File: src/sv/ocfp_pkg.sv
// Shared types and constants for the offer string parser.
`default_nettype none

package ocfp_pkg;

	localparam int VALUE_BITS_DEF = 16;
	localparam int OUT_W          = 16;

	localparam logic [2:0] NUM_FIELDS = 3'd7;

	// Field positions whose values are kept
	localparam logic [2:0] FLD_X_DPI  = 3'd0;
	localparam logic [2:0] FLD_Y_DPI  = 3'd1;
	localparam logic [2:0] FLD_WIDTH  = 3'd4;
	localparam logic [2:0] FLD_HEIGHT = 3'd6;

	localparam logic [7:0] SEPARATOR  = 8'h2C;
	localparam logic [7:0] DIGIT_ZERO = 8'h30;
	localparam logic [7:0] DIGIT_NINE = 8'h39;

	typedef struct packed {
		logic [7:0] character;
		logic       end_of_text;
	} text_item_t;

	typedef struct packed {
		logic             offer_valid;
		logic [OUT_W-1:0] x_dpi;
		logic [OUT_W-1:0] y_dpi;
		logic [OUT_W-1:0] max_width;
		logic [OUT_W-1:0] max_height;
	} offer_item_t;

	typedef struct packed {
		logic       take;
		text_item_t item;
	} ocfp_ctl_t;

endpackage

`default_nettype wire

File: src/sv/ocfp_core.sv
// Parse state and per-character update of the offer string parser.
`default_nettype none

module ocfp_core import ocfp_pkg::*; #(
	parameter int VALUE_BITS = VALUE_BITS_DEF
) (
	input  wire logic        clk,
	input  wire logic        arst_n,
	input  wire ocfp_ctl_t   ctl,
	output offer_item_t      res
);

	localparam int PROD_W = VALUE_BITS + 4;
	localparam int EXT_W  = (VALUE_BITS > OUT_W) ? VALUE_BITS : OUT_W;

	logic [2:0]            field_index_q;
	logic [VALUE_BITS-1:0] acc_q;
	logic                  has_digit_q;
	logic                  malformed_q;
	logic [OUT_W-1:0]      held_x_q;
	logic [OUT_W-1:0]      held_y_q;
	logic [OUT_W-1:0]      held_w_q;
	logic [OUT_W-1:0]      held_h_q;

	logic                  is_digit;
	logic                  is_sep;
	logic                  all_closed;
	logic                  ok;
	logic [3:0]            digit;
	logic [PROD_W-1:0]     acc_w;
	logic [PROD_W-1:0]     prod;
	logic [VALUE_BITS-1:0] acc_next;
	logic [EXT_W-1:0]      acc_ext;
	logic [OUT_W-1:0]      acc_lo;

	assign is_digit   = (ctl.item.character >= DIGIT_ZERO) &&
		(ctl.item.character <= DIGIT_NINE);
	assign is_sep     = (ctl.item.character == SEPARATOR);
	assign all_closed = (field_index_q >= NUM_FIELDS);
	assign ok         = !malformed_q && (field_index_q == NUM_FIELDS);

	assign digit    = 4'(ctl.item.character - DIGIT_ZERO);
	assign acc_w    = PROD_W'(acc_q);
	// times ten as 8x + 2x
	assign prod     = (acc_w << 3) + (acc_w << 1) + PROD_W'(digit);
	assign acc_next = (|prod[PROD_W-1:VALUE_BITS]) ? {VALUE_BITS{1'b1}}
		: prod[VALUE_BITS-1:0];

	assign acc_ext = EXT_W'(acc_q);
	assign acc_lo  = acc_ext[OUT_W-1:0];

	always_comb begin
		res.offer_valid = ok;
		res.x_dpi       = ok ? held_x_q : '0;
		res.y_dpi       = ok ? held_y_q : '0;
		res.max_width   = ok ? held_w_q : '0;
		res.max_height  = ok ? held_h_q : '0;
	end

	always_ff @(posedge clk or negedge arst_n) begin
		if (!arst_n) begin
			field_index_q <= '0;
			acc_q         <= '0;
			has_digit_q   <= 1'b0;
			malformed_q   <= 1'b0;
			held_x_q      <= '0;
			held_y_q      <= '0;
			held_w_q      <= '0;
			held_h_q      <= '0;
		end else if (ctl.take) begin
			if (ctl.item.end_of_text) begin
				field_index_q <= '0;
				acc_q         <= '0;
				has_digit_q   <= 1'b0;
				malformed_q   <= 1'b0;
				held_x_q      <= '0;
				held_y_q      <= '0;
				held_w_q      <= '0;
				held_h_q      <= '0;
			end else if (!malformed_q) begin
				if (is_digit) begin
					if (all_closed) begin
						malformed_q <= 1'b1;
					end else begin
						acc_q       <= acc_next;
						has_digit_q <= 1'b1;
					end
				end else if (is_sep) begin
					if (all_closed || !has_digit_q) begin
						malformed_q <= 1'b1;
					end else begin
						case (field_index_q)
							FLD_X_DPI:  held_x_q <= acc_lo;
							FLD_Y_DPI:  held_y_q <= acc_lo;
							FLD_WIDTH:  held_w_q <= acc_lo;
							FLD_HEIGHT: held_h_q <= acc_lo;
							default: ;
						endcase
						field_index_q <= field_index_q + 3'd1;
						acc_q         <= '0;
						has_digit_q   <= 1'b0;
					end
				end else begin
					malformed_q <= 1'b1;
				end
			end
		end
	end

`ifndef SYNTHESIS
	a_digit_open_field: assert property (@(posedge clk) disable iff (!arst_n)
		has_digit_q |-> (field_index_q < NUM_FIELDS))
		else $error("digit flag set with all fields closed");

	a_empty_acc: assert property (@(posedge clk) disable iff (!arst_n)
		!has_digit_q |-> (acc_q == '0))
		else $error("accumulator not clear for an empty field");

	a_restart: assert property (@(posedge clk) disable iff (!arst_n)
		(ctl.take && ctl.item.end_of_text) |=>
		(field_index_q == '0 && !malformed_q && !has_digit_q))
		else $error("parser did not restart after end of text");
`endif

endmodule

`default_nettype wire

File: src/sv/offer_csv_field_parser.sv
// Top level of the offer string parser: input register, parser core, result register.
//
//  channel  | handshake                  | payload
//  ---------+----------------------------+---------------------------------------------
//  text     | text_valid / text_stall    | text_item_t: character, end_of_text
//  result   | result_valid / result_stall| offer_item_t: offer_valid, x_dpi, y_dpi,
//           |                            |   max_width, max_height
//
// One character per cycle; a request enters the input register and is parsed from there,
// and parsing an end-of-text request also loads the result register and raises result_valid.
// Only an end-of-text request waits on a full, stalled result register; characters flow on.
// Reset (asynchronous) empties both registers and clears the parse state.
`default_nettype none

module offer_csv_field_parser import ocfp_pkg::*; #(
	parameter int VALUE_BITS = VALUE_BITS_DEF
) (
	input  wire logic        clk,
	input  wire logic        arst_n,
	input  wire logic        text_valid,
	output logic             text_stall,
	input  wire text_item_t  text,
	output logic             result_valid,
	input  wire logic        result_stall,
	output offer_item_t      result
);

	logic        text_vld_s1;
	text_item_t  text_s1;
	logic        result_vld_q;
	offer_item_t result_q;
	logic        advance;
	ocfp_ctl_t   core_ctl;
	offer_item_t core_res;

	// an end-of-text request needs a free result slot
	assign advance    = text_vld_s1 &&
		(!text_s1.end_of_text || !result_vld_q || !result_stall);
	assign text_stall = text_vld_s1 && !advance;

	assign core_ctl.take = advance;
	assign core_ctl.item = text_s1;

	ocfp_core #(
		.VALUE_BITS(VALUE_BITS)
	) u_core (
		.clk   (clk),
		.arst_n(arst_n),
		.ctl   (core_ctl),
		.res   (core_res)
	);

	always_ff @(posedge clk or negedge arst_n) begin
		if (!arst_n) begin
			text_vld_s1  <= 1'b0;
			result_vld_q <= 1'b0;
		end else begin
			if (!text_stall) begin
				text_vld_s1 <= text_valid;
			end
			if (advance && text_s1.end_of_text) begin
				result_vld_q <= 1'b1;
			end else if (!result_stall) begin
				result_vld_q <= 1'b0;
			end
		end
	end

	always_ff @(posedge clk) begin
		if (text_valid && !text_stall) begin
			text_s1 <= text;
		end
		if (advance && text_s1.end_of_text) begin
			result_q <= core_res;
		end
	end

	assign result_valid = result_vld_q;
	assign result       = result_q;

`ifndef SYNTHESIS
	a_stall_only_on_end: assert property (@(posedge clk) disable iff (!arst_n)
		text_stall |-> (text_vld_s1 && text_s1.end_of_text && result_vld_q))
		else $error("input stalled without a pending end of text");

	a_stalled_request_kept: assert property (@(posedge clk) disable iff (!arst_n)
		text_stall |=> (text_vld_s1 && text_s1.end_of_text))
		else $error("stalled end-of-text request lost");

	a_invalid_zero: assert property (@(posedge clk) disable iff (!arst_n)
		(result_valid && !result.offer_valid) |->
		(result.x_dpi == '0 && result.y_dpi == '0 &&
		result.max_width == '0 && result.max_height == '0))
		else $error("invalid offer carries non-zero fields");
`endif

endmodule

`default_nettype wire

File: config.mk
export PLATFORM = sky130hd
export DESIGN_NAME = offer_csv_field_parser
export DESIGN_NICKNAME = d
export VERILOG_FILES = /design/src/sv/ocfp_pkg.sv /design/src/sv/ocfp_core.sv /design/src/sv/offer_csv_field_parser.sv
export SDC_FILE = /design/constraint.sdc
export NUM_CORES = 1
export LEC_CHECK = 0
export BUFFER_PORTS_ARGS = -buffer_cell sky130_fd_sc_hd__buf_4
export CORE_ASPECT_RATIO = 0.7
export CORE_MARGIN = 5
export CORE_UTILIZATION = 30
export CTS_CLUSTER_SIZE = 12
export DETAILED_ROUTE_END_ITERATION = 7
export GPL_TIMING_DRIVEN = 1
export PLACE_DENSITY_LB_ADDON = 0.15
export SLEW_MARGIN = 10
export SYNTH_ARGS = -nofsm -noshare
export SYNTH_HDL_FRONTEND = slang
export SYNTH_HIERARCHICAL = 1
export SYNTH_SLANG_ARGS = --single-unit
File: constraint.sdc
create_clock -name clk -period 7.1 [get_ports clk]
set_clock_uncertainty 0.05 [all_clocks]
set_input_delay 1.065 -clock clk [delete_from_list [all_inputs] [get_ports clk]]
set_output_delay 1.065 -clock clk [all_outputs]
set_load 0.1 [all_outputs]
== Yosys cells after proc, flatten, opt, wreduce, memory -nomap -nowiden ==
Index checks and enable logic that the tools add are counted.
Widths: inputs -> output; s select.
Cells by class
  reductions and logical operators: 30
  $add $sub $neg: 4
  $lt $le $gt $ge: 3
  mux-type cells: 50
  eq/ne operators: 11
Operator list (number)
  $mux 16: 31
  $reduce_and 6->1: 4
  $add 19x17->20: 1
  $add 20x4->20: 1
  $mux 3: 5
  $mux 1: 14
  $reduce_and 5->1: 2
  $reduce_bool 2->1: 5
  $eq 3x3->1 const B: 3
  $eq 8x6->1 const B: 1
  $ge 8x6->1 const B: 1
  $le 8x6->1 const B: 1
  $logic_not 1->1: 7
  $logic_and 1x1->1: 6
  $ne 2x2->1 const B: 3
  $reduce_or 4->1: 1
  $sub 4x1->4 const B: 1
  $add 3x1->3 const B: 1
  $eq 3x1->1 const B: 1
  $ge 3x3->1 const B: 1
  $logic_not 3->1: 1
  $logic_or 1x1->1: 3
  $ne 3x2->1 const B: 1
  $ne 3x3->1 const B: 1
  other kinds (2): 2
Word-level totals
  bits of input ports: 13
  logic and storage cells: 115
  flip-flop bits (word level): 161
  output and inout bits: 67

== Longest topological paths before layout ==
Gate-level depths: netlist (run 1).
  word-level depth: 8
  depth in mapped cells: 12
  gate-level depth less buffers: 11

== Modules after synthesis ==
Netlist (run 1), hierarchy kept.
Modules (own cells, without submodules)
  ocfp_core: instances 1, seq. area each 2127.0 um^2, area each 5053.6 um^2, cells each 450
  offer_csv_field_parser: instances 1, seq. area each 2272.2 um^2, area each 2327.2 um^2, cells each 86

== Worst setup path before layout (run 1) ==
Ideal clock, no wire load.
  path type: input to register
  from: in result_stall
  to: reg result_q, in the netlist result[0] (enable)
  setup time: 0.510 ns
  arrival: 4.158 ns
  path buffers: 0
  stages on the path: 1
  slack: 2.383 ns
  data required time: 6.540 ns
  cell sequence: a21oi_1
On the way
  longest elaborated chain between the ends: 4
RTL lines
  from (decl): RTL line offer_csv_field_parser.sv:24  | input wire logic result_stall,
  $logic_not 1->1
  $logic_or 1x1->1: RTL line offer_csv_field_parser.sv:38  | (!text_s1.end_of_text || !result_vld_q || !result_stall);
  $logic_and 1x1->1: RTL line offer_csv_field_parser.sv:37  | assign advance = text_vld_s1 &&
  $logic_and 1x1->1: RTL line offer_csv_field_parser.sv:73  | if (advance && text_s1.end_of_text) begin
  to (signal assigned): RTL line offer_csv_field_parser.sv:74  | result_q <= core_res;
  to (decl): RTL line offer_csv_field_parser.sv:31  | offer_item_t result_q;
Every way passes these cells.
A chain may end at the register's enable or synchronous reset.

== Final worst setup path (run 1) ==
  from: reg text_s1, in the netlist core_ctl[4]
  to: reg u_core.acc_q[4], in the netlist u_core/acc_ext[4]
On the way
  longest elaborated chain between the ends: 8
  elaborated cells on any way between the ends: 16
  classes of those cells: add/sub: 2; order compare: 2; eq/ne: 3; mux: 5; reduce/logical: 4
RTL lines
  from (decl): RTL line offer_csv_field_parser.sv:29  | text_item_t text_s1;
  from (signal assigned): RTL line offer_csv_field_parser.sv:71  | text_s1 <= text;
  $sub 4x1->4: RTL line ocfp_core.sv:42  | assign digit = 4'(ctl.item.character - DIGIT_ZERO);
  $add 20x4->20: RTL line ocfp_core.sv:45  | assign prod = (acc_w << 3) + (acc_w << 1) + PROD_W'(digit);
  $reduce_or 4->1: RTL line ocfp_core.sv:46  | assign acc_next = (|prod[PROD_W-1:VALUE_BITS]) ? {VALUE_BITS{1'b1}}
  $mux 16: RTL line ocfp_core.sv:46
  $mux 16: RTL line ocfp_core.sv:82  | if (all_closed) begin
  $mux 16: RTL line ocfp_core.sv:81  | if (is_digit) begin
  $mux 16: RTL line ocfp_core.sv:80  | end else if (!malformed_q) begin
  $mux 16: RTL line ocfp_core.sv:71  | if (ctl.item.end_of_text) begin
  to (signal assigned): RTL line ocfp_core.sv:85  | acc_q <= acc_next;
  to (decl): RTL line ocfp_core.sv:17  | logic [VALUE_BITS-1:0] acc_q;
Several ways; a longest one is shown, not always the timed one. The select of a mux whose other input is x is not followed.

==> results of run 1 <==
[area by class of cell]
class	instances	area (µm²)
tap	325	407
clock buffer	22	454
inverter	13	48.8
sequential	161	4400
clock inverter	10	163
timing repair buffer	87	669
multi-input combinational	339	2850
fill	2361	15500
[through the flow]
step	setup WS (ns)	instances	total power [mW]	util	cell area (µm²)
3_3_place_gp	3.13	924	1.27	0.341	8350
2_1_floorplan	2.38	536	1.21	-	7380
3_5_place_dp	2.99	924	1.28	0.341	8350
6_report	3.46	957	2.21	0.368	8990
5_1_grt	3.16	957	2.30	0.368	8990
4_1_cts	3.42	956	2.25	0.367	8960
[routing by layer]
| metal | vias to the layer above | GRT usage |
|---|---|---|
| li1 | 2128 | - |
| met1 | 2181 | 0.167 |
| met2 | 89 | 0.182 |
| met3 | 18 | 0.0351 |
| met4 | 0 | 0.0306 |
| met5 | - | 0 |
[kinds of logic after synthesis]
group | share of synthesized area
xor gates and xnor gates | 0.0131
adders and majority gates | 0.0665
DFF | 0.596
AOI/OAI and AO/OA | 0.0988
buffers and inverters | 0.0220
muxes | 0.0949
and+or+nand+nor | 0.109
[report_power, final]
group / switching [mW] / leakage (nW) / internal (mW) / total (mW)
clock: 0.361 / 0.294 / 0.598 / 0.959
sequential: 0.0175 / 1.92 / 1.01 / 1.02
combinational: 0.180 / 1.74 / 0.0495 / 0.230
[flip-flops by register name, indices dropped and copies added (netlist names), 3 cells and up]
signal                cells
core_ctl                  9
result                   65
u_core/acc_ext           16
u_core/field_index_q      3
u_core/held_h_q          16
u_core/held_w_q          16
u_core/held_x_q          16
u_core/held_y_q          16
[worst max path at each step]
stage                           from                              end  slack, ns  cells past startpoint
3_5_place_dp            result_stall   u_core/held_x_q[4]$_DFFE_PN0P_       2.99                      6
2_1_floorplan           result_stall              result[0]$_DFFE_PP_       2.38                      1
6_report       core_ctl[4]$_DFFE_PP_    u_core/acc_ext[4]$_DFFE_PN0P_       3.46                      9
3_3_place_gp            result_stall  u_core/held_x_q[14]$_DFFE_PN0P_       3.13                      6
4_1_cts        core_ctl[4]$_DFFE_PP_    u_core/acc_ext[4]$_DFFE_PN0P_       3.42                      9
5_1_grt                 result_stall   u_core/held_x_q[9]$_DFFE_PN0P_       3.16                      6
[cells in the final DEF (no fill, tap or decap), drive strengths merged, types with 19 or more instances in the layout]
| master | Yosys | layout |
|---|---|---|
| edfxtp | 74 | 74 |
| ha | 36 | 36 |
| clkbuf | 13 | 22 |
| and2 | 67 | 67 |
| dfrtp | 87 | 87 |
| mux2 | 48 | 48 |
| nor2b | 19 | 19 |
| a21oi | 22 | 22 |
| buf | 10 | 87 |
==> metrics.txt, run 1 <==
crit-path max cell delay=around 0.52 ns; Tcrit/Tclk final=0.513; critical-path cell list=fa_1 > ha_1 > a211oi_1 > o211ai_1 > o211a_1 > or3_4 > a2111oi_4 > o21ai_2 > a221o_2; Slew headroom=0.417; Setup crit end kind=flip-flop; DRC=0; top-area cell type share of the netlist area=0.301; Worst VDD drop=around 0.15 mV; Arrival @ worst endpoint=roughly 3.9 ns; ratio of cells with drive above 1 in the final layout=0.285; WHS=~0.4 ns; postcts setup bufs=0; 1st-pass router iterations=4; Setup violations, final=0; DRT met1 WL=approximately 8000 µm; FF-to-FF path depth=9; Initial Util=0.302; r2r startpoint=core_ctl[4]$_DFFE_PP_; Layout area overhead=21.8%; clk buf depth=2; routed wl met2=7050 µm; first-pass GRT wire length=roughly 26,000 µm; total CTS buffers=17; initial antenna violation count=0; Synth Warn #=6; Slew Limit Fails=0; # hold bufs at CTS=0; Die Ht=141 µm; Hold Vio Cnt, Final=0; HPWL Detailed=about 11,000 µm; routability cong.=approximately 0.78; Final Critical Period=between 3 and 4 ns; post-synthesis register bit count=161; Synth async-reset ratio=0.540; Max Fclk=about 270 MHz; internal reg-to-reg setup slack=between 3 and 4 ns; GRT Resource Usage Total=0.119; Final nets=670; LEAKAGE=about 4.0 nW; Top Metal Used=met4; critical path class=flip-flop to flip-flop; synth unique cells=50; Post-Route Setup TNS=0 ns; I/O pins=80; Die ar.=approximately 28,000 µm²; RSZ-0062 raised after global routing=no; clock-pin slew on the worst setup and hold paths=~0.060 ns; status=complete, no violations; commonest cells in the netlist=87 x dfrtp_1, 74 x edfxtp_1, 67 x and2_1; post-synthesis sequential area ratio=0.596; Routed Antenna Nets=0; PwrDens=approximately 250 nW/µm²; CP Launch Type=flip-flop; CTS tree=built; Critical R2R Capture=u_core/acc_ext[4]$_DFFE_PN0P_; Rows=48; H-tree Lvls=4; via count=between 4,000 and 5,000; Worst-Margin Slew=~0.9 ns; Critical-path top delay cell=fa_1; Post-synth EDFFs=between 70 and 80; worst-skew pair later-pin latency=0.42 ns; crit-path max FO=16; most common flop cell mapped by yosys=dfrtp_1; HP Class=primary input to async pin; Iter 0 DRT Violations=180; area leader, netlist=edfxtp_1; Avg Cell Area, Syn=13.8 µm²; Post-Syn Area=7380 µm²; vias per inst=4.61; largest net degree at the start of global routing=84; crit-path leading delay family=compound AO/OA/AOI/OAI gates; top cells by area, synth=edfxtp_1 30%, dfrtp_1 29%, mux2_2 7.3%, ha_1 6.1%, and2_1 5.7%; total gr overflow=0; Req. time, crit path=between 7 and 8 ns; vias in the first global route=4,849; post-CTS sizing=0; maxcap violations=0; Total Wirelength=16,000 µm; core area=~24,000 µm²; CP bufs+invs=0; ant diodes=0; Post-Syn Instances=around 540; clk sinks=161; Clock Tree Root=clkbuf_16; Avg WL per Cell=~17 µm; I/O Buffers=79; Die Wd=a little under 200 µm; post-synth net total=587; Detail Route met3 WL=713 µm; most frequent cell after synthesis=dfrtp_1
(Power assumes the default switching activity.)
==> run 2, diff against run 1 <==
--- a/config.mk
+++ b/config.mk
@@ -5,6 +5,7 @@
 export SDC_FILE = /design/constraint.sdc
 export NUM_CORES = 1
 export LEC_CHECK = 0
+export ABC_AREA = 1
 export BUFFER_PORTS_ARGS = -buffer_cell sky130_fd_sc_hd__buf_4
 export CORE_ASPECT_RATIO = 0.7
 export CORE_MARGIN = 5
==> constraint.sdc (replaced) <==
create_clock -name clk -period 3.34 [get_ports clk]
set_clock_uncertainty 0.05 [all_clocks]
set_input_delay 0.501 -clock clk [delete_from_list [all_inputs] [get_ports clk]]
set_output_delay 0.501 -clock clk [all_outputs]
set_load 0.1 [all_outputs]
==> run 2 against run 1 <==
First-iteration DRC count grew 110%. Synthesized cell count grew 56%. Sequential power grew 120%. Via count grew 24%. Global-route usage grew 1.5 points. Routed wire length grew 21%. Critical endpoint is now u_core/acc_ext[12]$_DFFE_PN0P_. Clock power grew 98%. Synthesized area grew 5.1%. Register-to-register slack lost 3.1 ns. Core utilization shrank 0.48 points. Worst setup slack lost 3.1 ns. Die area grew 4.8%. Largest power group unchanged.
==> metrics.txt, run 2 <==
status=complete, no violations; Post-synth EDFFs=74 (unchanged); Rows=49 (+2.1%); synth unique cells=37 (-26%); post-synth net total=888 (+51%); Max Fclk=333 MHz (+21%); CTS tree=built; Routed Antenna Nets=0 (unchanged); Final Critical Period=3.00 ns (-0.642 ns); critical path class=flip-flop to flip-flop; commonest non-fill, non-tap cells in the layout=227 x nand2_1, 139 x inv_1, 87 x dfrtp_1; FF-to-FF path depth=15 (+6); total CTS buffers=17 (unchanged); Clk pwr share=0.395 (-0.039); Post-Syn Area=7750 µm² (+5.1%); largest net degree at the start of global routing=88 (+4.8%); post-synthesis sequential area ratio=0.567 (-0.0288); maxcap violations=0 (unchanged); sequential fraction of design power=0.474 (+0.012); final instance area=9280 µm² (+3.2%); # hold bufs at CTS=0 (unchanged); LEAKAGE=4.43 nW (+12%); crit-path max FO=16 (unchanged); top-area cell type share of the netlist area=0.287 (-0.0145); Setup violations, final=0 (unchanged); Avg WL per Cell=15.2 µm (-8.7%); Layout area overhead=19.6%; PwrDens=519 nW/µm² (+110%); post-synthesis register bit count=161 (unchanged); Die Ht=145 µm (+2.3%); Arrival @ worst endpoint=3.26 ns (-0.64 ns); 1st-pass router iterations=7 (+3); Area after DPL=8710 µm² (+4.3%); I/O pins=80 (unchanged); CP Launch Type=flip-flop; Die Wd=202 µm (+2.4%); DRC=0 (unchanged); Clock Tree Root=clkbuf_16; HP Class=primary input to async pin; commonest cells in the netlist=227 x nand2_1, 140 x inv_1, 87 x dfrtp_1; RSZ-0062 raised after global routing=no; Post-Syn Instances=837 (+56%); clock-pin slew on the worst setup and hold paths=0.06 ns (about the same); Synth Warn #=6 (unchanged); Worst VDD drop=0.377 mV (+140%); Total Wirelength=19,200 µm (+21%); Hold Vio Cnt, Final=0 (unchanged); internal reg-to-reg setup slack=0.34 ns (-3.12 ns); Tcrit/Tclk final=0.899 (+0.386); HPWL Detailed=13,500 µm (+24%); r2r startpoint=core_ctl[4]$_DFFE_PP_; vias in the first global route=5,373 (+11%); Slew Limit Fails=0 (unchanged); Slew headroom=0.517 (+0.100); postcts setup bufs=0 (unchanged); ant diodes=0 (unchanged); top cells by area, synth=edfxtp_1 29%, dfrtp_1 28%, nand2_1 11%, inv_1 6.8%, ha_1 5.8%; Post-Route Setup TNS=0 ns (unchanged); I/O Buffers=79 (unchanged); total gr overflow=0 (unchanged); commonest non-fill, non-tap cell in the layout=nand2_1; Psw=1.39 mW (+150%); Pint=3.42 mW (+110%); Gate power share=0.131 (+0.027); Iter 0 DRT Violations=379 (+110%); fill cell count=2,589 (+9.7%); ratio of cells with drive above 1 in the final layout=0.167 (-0.118); flip-flop count of the largest register after layout=65 (unchanged); H-tree Lvls=4 (unchanged); clk sinks=161 (unchanged); most frequent cell after synthesis=nand2_1; Initial Util=0.303 (+0.00138); post-CTS sizing=0 (unchanged); GRT Resource Usage Total=0.134 (+0.0150); Die ar.=29,200 µm² (+4.8%); Setup crit end kind=flip-flop; Critical R2R Capture=u_core/acc_ext[12]$_DFFE_PN0P_; most common flop cell mapped by yosys=dfrtp_1; Req. time, crit path=3.60 ns (-3.75 ns); Worst-Margin Slew=0.724 ns (-0.151 ns); Final nets=971 (+45%); initial antenna violation count=0 (unchanged); vias per inst=4.34 (-5.9%); routability cong.=0.816 (+4.7%); Avg Cell Area, Syn=9.27 µm² (-33%); first-pass GRT wire length=30,400 µm (+15%); via count=5,489 (+24%); core area=25,600 µm² (+4.6%); Synth async-reset ratio=0.540 (unchanged); Sw Ratio=0.290 (+0.0369); area leader, netlist=edfxtp_1; clk buf depth=2 (unchanged); total power=4.81 mW (+120%); worst-skew pair later-pin latency=0.42 ns (about the same)
==> run 2: area by class of cell <==
type,count,area [µm²],share of cell area
Sequential cell,161,4400,0.474
Multi-Input combinational cell,508,2640,0.285
Timing Repair Buffer,88,711,0.0766
Inverter,144,541,0.0583
Clock buffer,19,443,0.0477
Tap cell,331,414,0.0446
Clock inverter,13,125,0.0135
==> run 2: kinds of logic (layout without fill, tap and decap cells) <==
kind of cell / count (synthesis) / after routing / synth area share
compound gates: 89 / 89 / 0.0665
xor+xnor: 8 / 8 / 0.00903
fa+ha+maj: 38 / 38 / 0.0632
buf+inv: 168 / 264 / 0.0918
flops: 161 / 161 / 0.567
simple gates: 373 / 373 / 0.202
==> run 2: worst max path at each step <==
stage,slack (ns),startpoint,cells past startpoint,to
3_3_place_gp,0.39,core_ctl[4]$_DFFE_PP_,15,u_core/acc_ext[0]$_DFFE_PN0P_
5_1_grt,0.03,core_ctl[4]$_DFFE_PP_,15,u_core/acc_ext[8]$_DFFE_PN0P_
4_1_cts,0.33,core_ctl[4]$_DFFE_PP_,15,u_core/acc_ext[12]$_DFFE_PN0P_
2_1_floorplan,0.53,result_valid$_DFFE_PN0P_,3,result[0]$_DFFE_PP_
3_5_place_dp,0.34,core_ctl[4]$_DFFE_PP_,15,u_core/acc_ext[12]$_DFFE_PN0P_
6_report,0.34,core_ctl[4]$_DFFE_PP_,15,u_core/acc_ext[12]$_DFFE_PN0P_
==> run 2: critical path, stage by stage, from the launching register on <==
cell and delay (ns):
edfxtp_1 0.43, fa_1 0.58, inv_1 0.06, fa_1 0.46
inv_1 0.07, nand2_1 0.04, nand2_1 0.11, nand3_1 0.08
nand2_1 0.14, nand2_1 0.09, nand3_1 0.09, nand2_1 0.09
nor2_4 0.33, nand3_1 0.14, nand2_1 0.08, nand2_1 0.04
==> run 2: routing by layer <==
layer  wire, µm  global-route usage  vias to the layer above  part of all wire
met5          0                   0                        -                 0
met4        174              0.0368                        0            0.0090
met3        849              0.0309                       14             0.044
met2       7770               0.190                      114              0.40
met1      10500               0.206                     2560              0.54
li1           -                   -                     2801                 -
==> run 2: metrics by stage <==
step                hold WS, ns  instances  setup slack [ns]  utilization
finish                   0.0564       1264             0.338        0.363
global placement          0.423       1232             0.389        0.341
floorplan                 0.155        837             0.532            -
detailed placement        0.424       1232             0.344        0.341
global route             0.0938       1264            0.0316        0.363
CTS                      0.0823       1264             0.330        0.363
==> run 2: power by group through the flow <==
stage	clock (mW)	sequential, mW	combinational [mW]
after floorplan	0	2.55	0.234
after global placement	0	2.32	0.635
after detailed placement	0	2.32	0.637
after CTS	1.95	2.28	0.639
after global routing	2.03	2.29	0.687
final	1.90	2.28	0.632
